`config.mk`:
```
export PLATFORM = sky130hd
export DESIGN_NAME = dqvm_quad_eval
export DESIGN_NICKNAME = d
export VERILOG_FILES = /design/src/sv/dqvm_pkg.sv /design/src/sv/dqvm_quad_eval.sv
export SDC_FILE = /design/constraint.sdc
export NUM_CORES = 1
export LEC_CHECK = 0
export BUFFER_PORTS_ARGS = -buffer_cell sky130_fd_sc_hd__buf_2
export CAP_MARGIN = 30
export CORE_MARGIN = 2
export CORE_UTILIZATION = 39
export DETAILED_ROUTE_END_ITERATION = 12
export GPL_ROUTABILITY_DRIVEN = 1
export SYNTH_ARGS = -nofsm -noshare
export SYNTH_HDL_FRONTEND = slang
export SYNTH_SLANG_ARGS = --single-unit
```
`constraint.sdc`:
```
create_clock -name clk -period 13.31 [get_ports clk]
set_input_delay 3.3275 -clock clk [delete_from_list [all_inputs] [get_ports clk]]
set_output_delay 3.3275 -clock clk [all_outputs]
set_load 0.1 [all_outputs]
```
`src/sv/dqvm_pkg.sv`:
```
package dqvm_pkg;

  localparam int MAX_WIDTH_DEF  = 512;
  localparam int MAX_HEIGHT_DEF = 512;

  localparam int CFG_INDEX_W = 3;
  localparam int CFG_DATA_W  = 16;

  localparam logic [9:0]  FRAME_WIDTH_RST    = 10'd512;
  localparam logic [9:0]  FRAME_HEIGHT_RST   = 10'd424;
  localparam logic [10:0] COLOR_LIMIT_X_RST  = 11'd1920;
  localparam logic [10:0] COLOR_LIMIT_Y_RST  = 11'd1080;
  localparam logic [15:0] EDGE_THRESHOLD_RST = 16'd50;

  typedef enum logic [CFG_INDEX_W-1:0] {
    REG_FRAME_WIDTH    = 3'd0,
    REG_FRAME_HEIGHT   = 3'd1,
    REG_COLOR_LIMIT_X  = 3'd2,
    REG_COLOR_LIMIT_Y  = 3'd3,
    REG_EDGE_THRESHOLD = 3'd4
  } cfg_reg_t;

  typedef struct packed {
    logic [15:0]        depth_value;
    logic signed [15:0] color_x;
    logic signed [15:0] color_y;
    logic               frame_start;
  } pix_word_t;

  typedef struct packed {
    logic       quad_valid;
    logic [8:0] quad_row;
    logic [8:0] quad_col;
  } quad_word_t;

  typedef struct packed {
    logic [15:0] depth;
    logic        good;
  } line_entry_t;

  // Position of the current pixel and whether it closes a quad.
  typedef struct packed {
    logic       emit;
    logic [8:0] quad_row;
    logic [8:0] quad_col;
  } quad_pos_t;

  // Coordinate with 4 fractional bits inside [0, limit).
  function automatic logic coord_inside(logic signed [15:0] v, logic [10:0] limit);
    return !v[15] && (v[14:0] < {limit, 4'b0000});
  endfunction

  function automatic logic [15:0] abs_diff(logic [15:0] a, logic [15:0] b);
    return (a > b) ? (a - b) : (b - a);
  endfunction

endpackage

```
`src/sv/dqvm_quad_eval.sv`:
```
module dqvm_quad_eval (
  input  logic                  clk,
  input  logic                  rst,
  input  logic                  load,
  input  dqvm_pkg::quad_pos_t   pos,
  input  logic [15:0]           depth,
  input  logic                  good,
  input  dqvm_pkg::line_entry_t top_right,
  input  logic [15:0]           edge_threshold,
  output logic                  ready,
  output logic                  res_valid,
  input  logic                  res_stall,
  output dqvm_pkg::quad_word_t  res_data
);
  import dqvm_pkg::*;

  logic        s1_valid;
  quad_pos_t   s1_pos;
  logic [15:0] s1_depth;
  logic        s1_good;

  logic [15:0] left_depth;
  logic        left_valid;
  logic [15:0] upper_left_depth;
  logic        upper_left_valid;

  logic out_free, out_load, s1_done, ok;

  always_comb begin
    ok = upper_left_valid && top_right.good && left_valid && s1_good &&
         (abs_diff(upper_left_depth, top_right.depth) < edge_threshold) &&
         (abs_diff(top_right.depth, s1_depth) < edge_threshold) &&
         (abs_diff(s1_depth, left_depth) < edge_threshold);
  end

  assign out_free = !res_valid || !res_stall;
  assign out_load = s1_valid && s1_pos.emit && out_free;
  assign s1_done  = s1_valid && (!s1_pos.emit || out_free);
  assign ready    = !s1_valid || s1_done;

  always_ff @(posedge clk) begin
    if (rst) begin
      s1_valid <= 1'b0;
    end else if (load) begin
      s1_valid <= 1'b1;
    end else if (s1_done) begin
      s1_valid <= 1'b0;
    end
  end

  always_ff @(posedge clk) begin
    if (load) begin
      s1_pos   <= pos;
      s1_depth <= depth;
      s1_good  <= good;
    end
  end

  // advance the 2x2 window once the pixel leaves this stage
  always_ff @(posedge clk) begin
    if (rst) begin
      left_depth       <= '0;
      left_valid       <= 1'b0;
      upper_left_depth <= '0;
      upper_left_valid <= 1'b0;
    end else if (s1_done) begin
      left_depth       <= s1_depth;
      left_valid       <= s1_good;
      upper_left_depth <= top_right.depth;
      upper_left_valid <= top_right.good;
    end
  end

  always_ff @(posedge clk) begin
    if (rst) begin
      res_valid <= 1'b0;
    end else if (out_load) begin
      res_valid <= 1'b1;
    end else if (!res_stall) begin
      res_valid <= 1'b0;
    end
  end

  always_ff @(posedge clk) begin
    if (out_load) begin
      res_data.quad_valid <= ok;
      res_data.quad_row   <= s1_pos.quad_row;
      res_data.quad_col   <= s1_pos.quad_col;
    end
  end

endmodule

```
# After elaboration in Yosys (flattened, before gate mapping)
# Index checks and enable logic that the tools add are counted.
# Widths: inputs -> output; s select.
dict set report op_classes {
  reduce_logical 17
  n_eq_ne 1
  add_sub_neg 6
  mux 7
  n_lt_le_gt_ge 6
}
# operator n
set ops {}
lappend ops {{$sub 16x16->16} 6}
lappend ops {{$gt 16x16->1} 3}
lappend ops {{$lt 16x16->1} 3}
lappend ops {{$mux 16} 3}
lappend ops {{$logic_and 1x1->1} 9}
lappend ops {{$logic_not 1->1} 4}
lappend ops {{$mux 1} 4}
lappend ops {{$logic_or 1x1->1} 3}
lappend ops {{$ne 2x1->1 const B} 1}
lappend ops {{$reduce_bool 2->1} 1}
dict set report totals {
  in_bits 73
  wordCells 51
  reg_bits 91
}

# Logic depth before layout (Yosys ltp)
dict set report logic_depth {
  depth_word 6
  mapped_depth 19
}

# Least setup slack after synthesis
# OpenSTA, ideal clock, no wires.
dict set report synth_timing {
  kind {input -> output}
  startpoint {input res_stall}
  endpoint {output ready}
  slack_ns 5.738
  stages 1
  required_ns 9.982
  arrival_ns 4.244
  path_cell_list {nand4_1}
}
dict set report synth_between {
  elab_chain_len 5
}
# item line_no
set synth_lines {}
lappend synth_lines {{start, declared} dqvm_quad_eval.sv:12} ;# input logic res_stall,
lappend synth_lines {{$logic_not 1->1} -}
lappend synth_lines {{$logic_or 1x1->1} dqvm_quad_eval.sv:36} ;# assign out_free = !res_valid || !res_stall;
lappend synth_lines {{$logic_or 1x1->1} dqvm_quad_eval.sv:38} ;# assign s1_done = s1_valid && (!s1_pos.emit || out_free);
lappend synth_lines {{$logic_and 1x1->1} dqvm_quad_eval.sv:38}
lappend synth_lines {{$logic_or 1x1->1} dqvm_quad_eval.sv:39} ;# assign ready = !s1_valid || s1_done;
lappend synth_lines {{end, declared} dqvm_quad_eval.sv:10} ;# output logic ready,
# No other way between the ends.

# Final worst setup path
# Ends and elaborated chain as after synthesis.

==> flow_metrics.tcl <==
set metrics [dict create \
    crit_type "primary input to output port" \
    r2r_start "s1_depth[0]" \
    hold_end "res_data[15]" \
    root_buffer "clkbuf_16" \
    yosys_register_bits 91 \
    grt_remaining_overflow 0 \
    synth.largest_area_cell "ha_1" \
    finalCritPeriodShare_pct 55.0 \
    cts-resized-gates 0 \
    report.final.slew_viol_count 0 \
    seq_area_frac_synth_pct 27.7 \
    rrSetupSlack_ns 8.58 \
    clock_latency_ns 0.36 \
    syn_to_final_growth_pct 10.3 \
    grt_pass1_vias 6853 \
    drt_iter0_drc 399 \
    cts_setup_buffers 0 \
    final_hold_viol_count 0 \
    clkTransAtPathRegs_ns 0.08 \
    crit_required_ns 9.98 \
    gp_congestion 0.895 \
    cp_common_cell "buf_2" \
    synthArstFlopShare_pct 0 \
    clk_path_buf_depth 2 \
    nNetsFinal 1252 \
    synth_compound_area_share_pct 21.9 \
    worst_pin_slew_ns 0.954 \
    outcome "completed" \
    numClockSinks 91 \
    crit_slowest_cell "buf_2" \
    drc 0 \
    seqCellArea_um2 2370 \
    synth_edf_count 55 \
    syn_avg_cell_area_um2 8.78 \
    synth_nets 1193 \
    drt_pass1_iterations 5 \
    utilization_pct 43.6 \
    place_hpwl_mm 19.0 \
    ir_worst_vdd_v 0.0000745 \
    finalSetupTns_ns 0 \
    power_density_nw_per_um2 108 \
    clock.fmax_mhz 137 \
    wl_mm 24.2 \
    syn_area_um2 8560 \
    grt_pass1_wl_mm 37.9 \
    synth.area.top_cells "ha_1 (20%), edfxtp_1 (19%), dfxtp_1 (8.4%)" \
    synth_top_family_by_area "compound AO/OA/AOI/OAI gates" \
    postRouteAntennaNets 0 \
    fin_crit_ns 7.33 \
    holdCritPathClass "flop to flop" \
    synth_flop_cell "edfxtp_1" \
    die_height_um 152 \
    fin_ws_ns 5.98 \
    core_um2 21700 \
    relSlewSlack_pct 36.4 \
    crit_chain "buf_2 -> nand4_1 -> buf_2" \
    cts_tree "yes" \
    endpoint_kind "output port" \
    yosysWarnings 0 \
    vias 7193 \
    cts_max_level 3 \
    drv_cap 0 \
    reg2regPathDepth 17 \
    synth_cell_type_count 72 \
    gr-usage-all-layers_pct 20.6 \
    die_area_um2 23200 \
    synth.most_common_cell "ha_1" \
    synthAdderAreaFrac_pct 21.6 \
    diodes 0 \
    fillCellCount 2179 \
    drive_gt1_share_pct 13.2 \
    cts_made_buffers 9 \
    synthTopCellsByCount "ha_1 (138), nand2_1 (108), a21oi_1 (104)" \
    grt_max_degree 38 \
    skew_ns 0.0115 \
    io_pins 94 \
    io_buffers 93 \
    r2r_end "res_data[18]" \
    dp_slack_ns 5.95 \
    start_kind "primary input" \
    wl_per_cell_um 18.4 \
    synth-simple-area-share_pct 12.9 \
    cp.arrival_ns 4.00 \
    die_x_um 152 \
    antenna_found_initial 0 \
    rsz0062_at_grt "false" \
    postCtsHoldBufs 0 \
    initial_core_util_pct 39.5 \
    hp-start "s1_pos[15]" \
    setup_viol 0 \
    viasPerCell 5.45 \
    whs_path_depth 0 \
    multi_input_area_um2 5560 \
    netlist_instances 976 \
    synth-xor-area-share_pct 4.30 \
    synthMuxAreaShare_pct 4.16 \
    rows 54 \
    cp_max_fo 4 \
    leakagePower_uw 0.00427 \
    critPathMaxStageDelay_ns 0.44 \
    yosys.area.top_type_share_pct 20.2 \
]
-- layer usage --
metal | global-route usage, % | share of wire [%] | routed length (µm) | up-vias
met1 | 27.5 | 46 | 11100 | 3300
met2 | 32.5 | 44 | 10600 | 255
met4 | 7.43 | 3.4 | 812 | 0
li1 | - | - | - | 3602
met3 | 4.84 | 7.0 | 1710 | 36
met5 | 0 | 0 | 0 | -
-- critical path: cells and delay by family --
kind,cells,cell delay (ns)
buf+inv,2,0.57
simple gates,1,0.10
-- how the worst max path moves through the flow --
stage | startpoint | end | slack, ns | cells after the start
global placement | res_stall | ready | 5.97 | 3
CTS | res_stall | ready | 5.98 | 3
finish | res_stall | ready | 5.98 | 3
floorplan | res_stall | ready | 5.74 | 1
detailed placement | top_right[1] | res_data[18] | 5.95 | 18
global route | res_stall | ready | 5.92 | 3
-- kinds of logic (layout without fill, tap and decap cells) --
logic type | after synthesis | in the layout
and+or+nand+nor | 232 | 232
AOI/OAI and AO/OA | 289 | 289
muxes | 35 | 35
xor gates and xnor gates | 42 | 42
DFF | 91 | 91
buffers and inverters | 143 | 207
adders and majority gates | 144 | 144
-- flip-flops by register name, summed over array words and instances, names as in the netlist --
name / cells
res_data: 19
s1_pos: 19
left_depth: 16
s1_depth: 16
upper_left_depth: 16
left_valid: 1
res_valid: 1
s1_good: 1
s1_valid: 1
upper_left_valid: 1
-- through the flow --
| step | total power, µW | instance area [µm²] | cells | hold slack (ns) |
|---|---|---|---|---|
| CTS | 1020 | 9450 | 1320 | 0.410 |
| floorplan | 635 | 8560 | 976 | 0.400 |
| global placement | 727 | 9120 | 1303 | 0.400 |
| global route | 1080 | 9450 | 1320 | 0.427 |
| finish | 1020 | 9450 | 1320 | 0.410 |
| detailed placement | 730 | 9130 | 1304 | 0.405 |
-- cell type report --
type	count	area share [%]
Clock inverter	5	0.688
Timing Repair Buffer	95	5.16
Multi-Input combinational cell	742	58.8
Inverter	96	3.81
Sequential cell	91	25.1
Tap cell	280	3.71
Clock buffer	11	2.69
-- power breakdown --
part	leakage [µW]	internal (µW)	switching [µW]
sequential	0.000823	317	14.0
combinational	0.00329	161	236
clock	0.000158	161	130
total	0.00427	638	380
-- cell usage in the layout, fill, tap and decap left out, types with 21 or more instances in the layout --
cell / netlist / layout
mux2i_1: 30 / 30
edfxtp_1: 55 / 55
nand2_1: 108 / 107
a21oi_1: 104 / 102
inv_1: 96 / 96
o21ai_0: 44 / 44
xor2_1: 21 / 21
ha_1: 138 / 138
xnor2_1: 21 / 21
a21o_1: 41 / 41
dfxtp_1: 36 / 36
buf_2: 16 / 93
nor2_1: 36 / 36
No activity file was read; power rests on OpenSTA's default activity.
