$ cat config.mk
export PLATFORM = sky130hd
export DESIGN_NAME = dqvm_position
export DESIGN_NICKNAME = d
export VERILOG_FILES = /design/src/sv/dqvm_pkg.sv /design/src/sv/dqvm_position.sv
export SDC_FILE = /design/constraint.sdc
export NUM_CORES = 1
export LEC_CHECK = 0
export BUFFER_PORTS_ARGS = -buffer_cell sky130_fd_sc_hd__buf_2
export CELL_PAD_IN_SITES_DETAIL_PLACEMENT = 0
export CELL_PAD_IN_SITES_GLOBAL_PLACEMENT = 2
export CORE_UTILIZATION = 35
export DETAILED_ROUTE_END_ITERATION = 6
export PLACE_DENSITY = 0.91
export SYNTH_ARGS = -nofsm -noshare
export SYNTH_HDL_FRONTEND = slang
export SYNTH_SLANG_ARGS = --single-unit
$ cat constraint.sdc
create_clock -name clk -period 11.45 [get_ports clk]
set_input_delay 0.5725 -clock clk [delete_from_list [all_inputs] [get_ports clk]]
set_output_delay 0.5725 -clock clk [all_outputs]
set_load 0.005 [all_outputs]
$ cat src/sv/dqvm_pkg.sv
package dqvm_pkg;

  localparam int MAX_WIDTH_DEF  = 512;
  localparam int MAX_HEIGHT_DEF = 512;

  localparam int CFG_INDEX_W = 3;
  localparam int CFG_DATA_W  = 16;

  localparam logic [9:0]  FRAME_WIDTH_RST    = 10'd512;
  localparam logic [9:0]  FRAME_HEIGHT_RST   = 10'd424;
  localparam logic [10:0] COLOR_LIMIT_X_RST  = 11'd1920;
  localparam logic [10:0] COLOR_LIMIT_Y_RST  = 11'd1080;
  localparam logic [15:0] EDGE_THRESHOLD_RST = 16'd50;

  typedef enum logic [CFG_INDEX_W-1:0] {
    REG_FRAME_WIDTH    = 3'd0,
    REG_FRAME_HEIGHT   = 3'd1,
    REG_COLOR_LIMIT_X  = 3'd2,
    REG_COLOR_LIMIT_Y  = 3'd3,
    REG_EDGE_THRESHOLD = 3'd4
  } cfg_reg_t;

  typedef struct packed {
    logic [15:0]        depth_value;
    logic signed [15:0] color_x;
    logic signed [15:0] color_y;
    logic               frame_start;
  } pix_word_t;

  typedef struct packed {
    logic       quad_valid;
    logic [8:0] quad_row;
    logic [8:0] quad_col;
  } quad_word_t;

  typedef struct packed {
    logic [15:0] depth;
    logic        good;
  } line_entry_t;

  // Position of the current pixel and whether it closes a quad.
  typedef struct packed {
    logic       emit;
    logic [8:0] quad_row;
    logic [8:0] quad_col;
  } quad_pos_t;

  // Coordinate with 4 fractional bits inside [0, limit).
  function automatic logic coord_inside(logic signed [15:0] v, logic [10:0] limit);
    return !v[15] && (v[14:0] < {limit, 4'b0000});
  endfunction

  function automatic logic [15:0] abs_diff(logic [15:0] a, logic [15:0] b);
    return (a > b) ? (a - b) : (b - a);
  endfunction

endpackage

$ cat src/sv/dqvm_position.sv
module dqvm_position #(
  parameter int MAX_WIDTH  = dqvm_pkg::MAX_WIDTH_DEF,
  parameter int MAX_HEIGHT = dqvm_pkg::MAX_HEIGHT_DEF,
  localparam int CW = (MAX_WIDTH > 1) ? $clog2(MAX_WIDTH) : 1,
  localparam int RW = (MAX_HEIGHT > 1) ? $clog2(MAX_HEIGHT) : 1
) (
  input  logic                clk,
  input  logic                rst,
  input  logic                advance,
  input  logic                frame_start,
  input  logic [9:0]          frame_width,
  input  logic [9:0]          frame_height,
  output logic [CW-1:0]       col,
  output dqvm_pkg::quad_pos_t pos
);
  import dqvm_pkg::*;

  localparam int WW = $clog2(MAX_WIDTH + 1);
  localparam int HW = $clog2(MAX_HEIGHT + 1);

  logic [CW-1:0] column_count, column_count_next;
  logic [RW-1:0] row_count, row_count_next;
  logic [WW-1:0] w_lim;
  logic [HW-1:0] h_lim;
  logic [CW-1:0] col_s, col_a;
  logic [RW-1:0] row_s, row_c;
  logic [HW-1:0] row_a, row_n;
  logic [WW-1:0] col_n;

  always_comb begin
    if (frame_width < 10'd2) begin
      w_lim = WW'(2);
    end else if (32'(frame_width) > MAX_WIDTH) begin
      w_lim = WW'(MAX_WIDTH);
    end else begin
      w_lim = WW'(frame_width);
    end
    if (frame_height < 10'd2) begin
      h_lim = HW'(2);
    end else if (32'(frame_height) > MAX_HEIGHT) begin
      h_lim = HW'(MAX_HEIGHT);
    end else begin
      h_lim = HW'(frame_height);
    end
  end

  always_comb begin
    col_s = frame_start ? '0 : column_count;
    row_s = frame_start ? '0 : row_count;
    row_a = HW'(row_s);
    col_a = col_s;
    // a column left over from a wider frame starts the next row
    if (WW'(col_s) >= w_lim) begin
      col_a = '0;
      row_a = row_a + 1'b1;
    end
    if (row_a >= h_lim) begin
      row_a = '0;
    end
    row_c = RW'(row_a);

    col_n = WW'(col_a) + 1'b1;
    row_n = HW'(row_c);
    if (col_n >= w_lim) begin
      column_count_next = '0;
      row_n = row_n + 1'b1;
      if (row_n >= h_lim) begin
        row_n = '0;
      end
    end else begin
      column_count_next = CW'(col_n);
    end
    row_count_next = RW'(row_n);
  end

  assign col          = col_a;
  assign pos.emit     = (row_c != '0) && (col_a != '0);
  assign pos.quad_row = 9'(row_c - RW'(1));
  assign pos.quad_col = 9'(col_a - CW'(1));

  always_ff @(posedge clk) begin
    if (rst) begin
      column_count <= '0;
      row_count    <= '0;
    end else if (advance) begin
      column_count <= column_count_next;
      row_count    <= row_count_next;
    end
  end

endmodule

== After elaboration in Yosys (flattened, before gate mapping) ==
Index checks and enable logic that the tools add are counted.
Widths: inputs -> output; s select.

* Output and inout bits: 28
* Word-level logic and storage cells: 30
* Flip-flop bits (word level): 18
* Bits of input ports: 24

* Mux-type cells: 12
* Magnitude comparators: 8
* Reduce and logical (&&, ||, !) cells: 3
* $add $sub $neg: 5

{| class="wikitable"
|+ Operator list
! kind !! number
|-
| $mux 9 || 7
|-
| $mux 10 || 5
|-
| $add 9x1->10 const B || 3
|-
| $ge 10x10->1 || 3
|-
| $gt 10x10->1 const B || 2
|-
| $lt 10x2->1 const B || 2
|-
| $reduce_bool 9->1 || 2
|-
| $sub 9x1->9 const B || 2
|-
| $ge 9x10->1 || 1
|-
| $logic_and 1x1->1 || 1
|}

== Logic depth before layout (Yosys ltp) ==
* Word-level depth: 11
* Gate-level depth with buffers: 33

== Worst setup path after synthesis ==
No wires, ideal clock.

* Kind: input -> register
* Start point: in frame_start
* End point: reg row_count[8]
* Data required time: 11,371 ps
* Stages on the path: 32
* Arrival: 6,978 ps
* Setup slack: 4,392 ps
* Path through: clkbuf_1 > clkbuf_1 > clkbuf_1 > nor2b_1 > ha_1 > and3_1 > o21ai_0 > a21o_1 > buf_2 > a211oi_1 > mux2i_1 > inv_2 > ha_1 > a21oi_1 > nor2_1 > a211oi_1 > and2_1 > clkbuf_1 > nand2_1 > inv_1 > ha_1 > nand3_1 > nor2_1 > xnor2_1 > ha_1 > or4_1 > a211oi_1 > o21ai_0 > nand2_1 > nand2b_1 > or4_1 > o211ai_1

* Word-level cells in the longest chain between the ends: 9

{| class="wikitable"
|+ Ends and longest elaborated chain
! what !! line !! source
|-
| from (decl) || dqvm_position.sv:10 || <nowiki>input logic frame_start,</nowiki>
|-
| $mux 9, on equally long branches || dqvm_position.sv:49, dqvm_position.sv:48 ||
|-
| $add 9x1->10 / $ge 9x10->1 (equally long branches) || dqvm_position.sv:55, dqvm_position.sv:53 ||
|-
| $mux 10 || dqvm_position.sv:53 || <nowiki>if (WW'(col_s) >= w_lim) begin</nowiki>
|-
| $ge 10x10->1 || dqvm_position.sv:57 || <nowiki>if (row_a >= h_lim) begin</nowiki>
|-
| $mux 9 || dqvm_position.sv:57 ||
|-
| $add 9x1->10 || dqvm_position.sv:66 || <nowiki>row_n = row_n + 1'b1;</nowiki>
|-
| $ge 10x10->1 || dqvm_position.sv:67 || <nowiki>if (row_n >= h_lim) begin</nowiki>
|-
| $mux 9 || dqvm_position.sv:67 ||
|-
| $mux 9 * || dqvm_position.sv:64 || <nowiki>if (col_n >= w_lim) begin</nowiki>
|-
| to (signal assigned) || dqvm_position.sv:87 || <nowiki>row_count <= row_count_next;</nowiki>
|-
| to (decl) || dqvm_position.sv:22 || <nowiki>logic [RW-1:0] row_count, row_count_next;</nowiki>
|}

Mark *: on every way between the ends. The rest lies on a longest branch, timed or not.
A chain may end at the register's enable or synchronous reset.

== Final worst setup path ==
* Start point: in frame_width[4]
* End point: reg row_count[8]

* Word-level cells in the longest chain between the ends: 11

{| class="wikitable"
|+ Ends and longest elaborated chain
! what !! line !! source
|-
| from (decl) || dqvm_position.sv:11 || <nowiki>input logic [9:0] frame_width,</nowiki>
|-
| $gt 10x10->1 || dqvm_position.sv:33 || <nowiki>end else if (32'(frame_width) > MAX_WIDTH) begin</nowiki>
|-
| $mux 10 || dqvm_position.sv:33 ||
|-
| $mux 10 * || dqvm_position.sv:31 || <nowiki>if (frame_width < 10'd2) begin</nowiki>
|-
| $ge 9x10->1 || dqvm_position.sv:53 ||
|-
| $mux 10 || dqvm_position.sv:53 ||
|-
| $ge 10x10->1 || dqvm_position.sv:57 ||
|-
| $mux 9 || dqvm_position.sv:57 ||
|-
| $add 9x1->10 || dqvm_position.sv:66 ||
|-
| $ge 10x10->1 || dqvm_position.sv:67 ||
|-
| $mux 9 || dqvm_position.sv:67 ||
|-
| $mux 9 * || dqvm_position.sv:64 ||
|}

Marks and branches as above.

==> key figures <==
Cells and area
  • Nets: between 500 and 600
  • Commonest non-fill, non-tap cell in the layout: nand2_1
  • Layout cells sized above 1: 0.155
  • Most frequent cells in the layout: nand2_1 (53), buf_2 (51), ha_1 (46)
  • Ant. Diodes: 0
  • Design Area, Final: between 3000 and 4000 sq um
  • Syn-to-layout area delta: 12.0%

Timing
  • Hold Slack: ~0.46 ns
  • Final hold vios: 0
  • Worst-margin pin slew: between 0.7 and 0.8 ns
  • RSZ-0062 raised after global routing: no
  • Post-route setup TNS: 0 ns
  • Rel. slew slack: 0.455
  • Final setup fails: 0
  • Final min period: between 7 and 8 ns
  • Slew Viols, Final: 0
  • Tcrit/Tclk final: 0.681
  • Max Fclk: around 0.13 GHz
  • Fin Clk Skew: roughly 0.0017 ns

Clock network
  • Hold-fix buffers, CTS: 0
  • Longest Clk Path Bufs: 2
  • Clock transition at path regs: roughly 0.07 ns
  • Root Buffer: clkbuf_8
  • CTS sink count: 18
  • H-tree depth: 1
  • Post-CTS sizing: 0
  • CTS tree: yes
  • Clk_lat worst skew: 0.26 ns
  • TritonCTS buffer count: 3
  • Setup Fix Bufs, Post-CTS: 0

Yosys
  • Avg Cell Area, Syn: 7.09 sq um
  • Largest family of logic cells by synthesized area: simple AND/OR/NAND/NOR gates
  • Multiplexer share of the synthesized area: 0.0224
  • Adder-Cell Fraction of Synth Area: 0.175
  • Simple-gate share of the synthesized area: 0.341
  • Post-synth EDFFs: 0
  • Synth top area cells: ha_1 (17%), dfxtp_1 (11%), nand2_1 (6.0%), xnor2_1 (5.3%), nand3_1 (5.2%)
  • Share of the synthesized area in the top cell type: 0.175
  • Synth async-reset ratio: 0
  • Syn nets: between 500 and 600
  • XOR/XNOR share of the synthesized area: 0.0635
  • Post-synth top area cell: ha_1
  • Post-synthesis sequential area ratio: 0.109
  • Predominant post-synthesis flop cell: dfxtp_1
  • Register bit total from synthesis: 18
  • Yosys warning count: 0
  • Post-synthesis compound-gate area fraction: 0.237
  • Cells after synthesis: 464
  • Distinct cells, synth: just under 70
  • Synth Cell Area: around 3300 sq um

Route
  • Drt wl/cell: ~17 um
  • Drt total wl: ~10000 um
  • Initial drt markers: roughly 190
  • DRC viols: 0
  • ANT nets after route: 0
  • Vias/cell: approximately 6
  • Drt pass-1 iters: 6
  • Vias: roughly 3600

Power and ir drop
  • Int Power: 131 uW
  • Leakage: between 1.5 and 2 nW
  • Worst VDD drop: roughly 26 uV
  • Sw Share: 0.374
  • P_sw: 78.0 uW
  • Part of the power in combinational logic: 0.418
  • Pwr Total: 209 uW
  • Clock power share: 0.260
  • Share of power burned in registers: 0.322
  • Pwr Density: 56.7 nW/um^2

Global routing
  • Largest net degree at the start of global routing: 33
  • Vias in the first global route: ~3400
  • First-pass GRT wire length: around 17000 um
  • All-Layer GR Usage: 0.217
  • Initial antenna violation count: 0
  • Gr ovfl total: 0

Placed design
  • Routability Congestion: 0.872
  • Placed Area: between 3000 and 4000 sq um
  • IO Port Bufs: a little over 50
  • Dpl hpwl: 8650 um

Critical path
  • Most frequent CP cell: nand2_1
  • R2R Setup Slk: roughly 4.3 ns
  • Critical R2R Capture: row_count[8]
  • Crit Path Max Fanout: 16
  • Slowest cell on crit path: a211oi_1
  • CP max stage delay: 0.55 ns
  • Reg-to-reg startpoint: column_count[8]
  • Required @ worst endpoint: between 10 and 15 ns
  • CP Data Arrival Time: approximately 8 ns
  • Worst R2R Path Depth: 27
  • Critical Path End Type: flop
  • Startpoint types: primary input
  • WS Path Type: in2reg

Min path
  • Hold Path Depth: 2
  • Hold Path Class: reg2reg
  • Hold Crit Start: column_count[8]
  • End of the worst hold path: column_count[8]

Floorplan
  • Io pins: 52
  • Die Wd: a little under 100 um
  • Core footprint: just over 9000 sq um
  • Initial cell density of the core: 0.358
  • Die ar.: slightly below 10000 sq um
  • Site row count: 35
  • Die Y: approximately 99 um

Job
  • Max Cap Violations: 0

Status
  • Outcome: complete, no violations
-- power by group through the flow --
| stage | logic [mW] | clock network, mW | registers, mW |
|---|---|---|---|
| after floorplan | 0.0591 | 0 | 0.0675 |
| after global placement | 0.0853 | 0 | 0.0687 |
| after detailed placement | 0.0867 | 0 | 0.0687 |
| after CTS | 0.0873 | 0.0554 | 0.0673 |
| after global routing | 0.0983 | 0.0572 | 0.0676 |
| final | 0.0872 | 0.0543 | 0.0673 |
-- cells in the mapped netlist (all sizes together) (2+ instances only) --
master	n
a2111oi	6
a211oi	8
a21o	4
a21oi	26
a221oi	2
a22oi	2
a311oi	3
a31o	3
a31oi	6
and2	9
and3	3
and4	4
buf	4
clkbuf	14
clkinv	2
dfxtp	18
ha	46
inv	23
mux2	3
mux2i	4
nand2	54
nand2b	11
nand3	34
nand4	9
nand4b	2
nor2	42
nor2b	14
nor3	12
nor3b	4
nor4	3
o2111a	2
o2111ai	3
o211a	4
o211ai	7
o21a	5
o21ai	16
o31ai	3
or2	4
or3	2
or4	7
xnor2	21
xor2	2
-- state kept, by name (all words and copies together), names as in the netlist --
name / flops
row_count: 9
column_count: 9
-- layer usage --
metal | vias up | share of wire | wire length, um | global-route usage
li1 | 1806 | - | - | -
met1 | 1651 | 0.46 | 4760 | 0.268
met2 | 115 | 0.49 | 5060 | 0.399
met3 | 20 | 0.037 | 387 | 0.0184
met4 | 0 | 0.020 | 208 | 0.0608
met5 | - | 0 | 0 | 0
-- how the worst max path moves through the flow --
stage / slack [ns] / start / endpoint / depth (start not counted)
2_1_floorplan: 4.39 / frame_start / row_count[8] / 32
3_3_place_gp: 3.66 / frame_width[4] / row_count[8] / 31
3_5_place_dp: 3.44 / frame_width[4] / row_count[8] / 31
4_1_cts: 3.69 / frame_width[4] / row_count[8] / 31
5_1_grt: 3.03 / frame_width[4] / row_count[8] / 31
6_report: 3.65 / frame_width[4] / row_count[8] / 31
-- critical path, delay by kind of cell --
family	cells	cell delay [ns]
adders and majority gates	4	1.14
buffers and inverters	3	0.37
and+or+nand+nor	14	3.23
AOI/OAI and AO/OA	8	2.21
muxes	1	0.35
xor gates and xnor gates	1	0.09
-- logic make-up after synthesis --
logic type	after synthesis
and+or+nand+nor	217
AOI/OAI and AO/OA	110
adders and majority gates	46
buffers and inverters	43
xor gates and xnor gates	23
DFF	18
muxes	7
-- area by class of cell --
| class | count | area (sq um) |
|---|---|---|
| Multi-Input combinational cell | 403 | 2770 |
| Tap cell | 111 | 139 |
| Inverter | 25 | 93.8 |
| Fill cell | 1008 | 5510 |
| Timing Repair Buffer | 53 | 270 |
| Sequential cell | 18 | 360 |
| Clock buffer | 4 | 55.1 |
-- metrics by stage --
stage	cells	worst slack [ns]	utilization
global route	614	3.03	0.401
floorplan	464	4.39	-
finish	614	3.65	0.401
global placement	610	3.66	0.395
detailed placement	610	3.44	0.395
CTS	614	3.69	0.401
No activity file was read; power rests on OpenSTA's default activity.
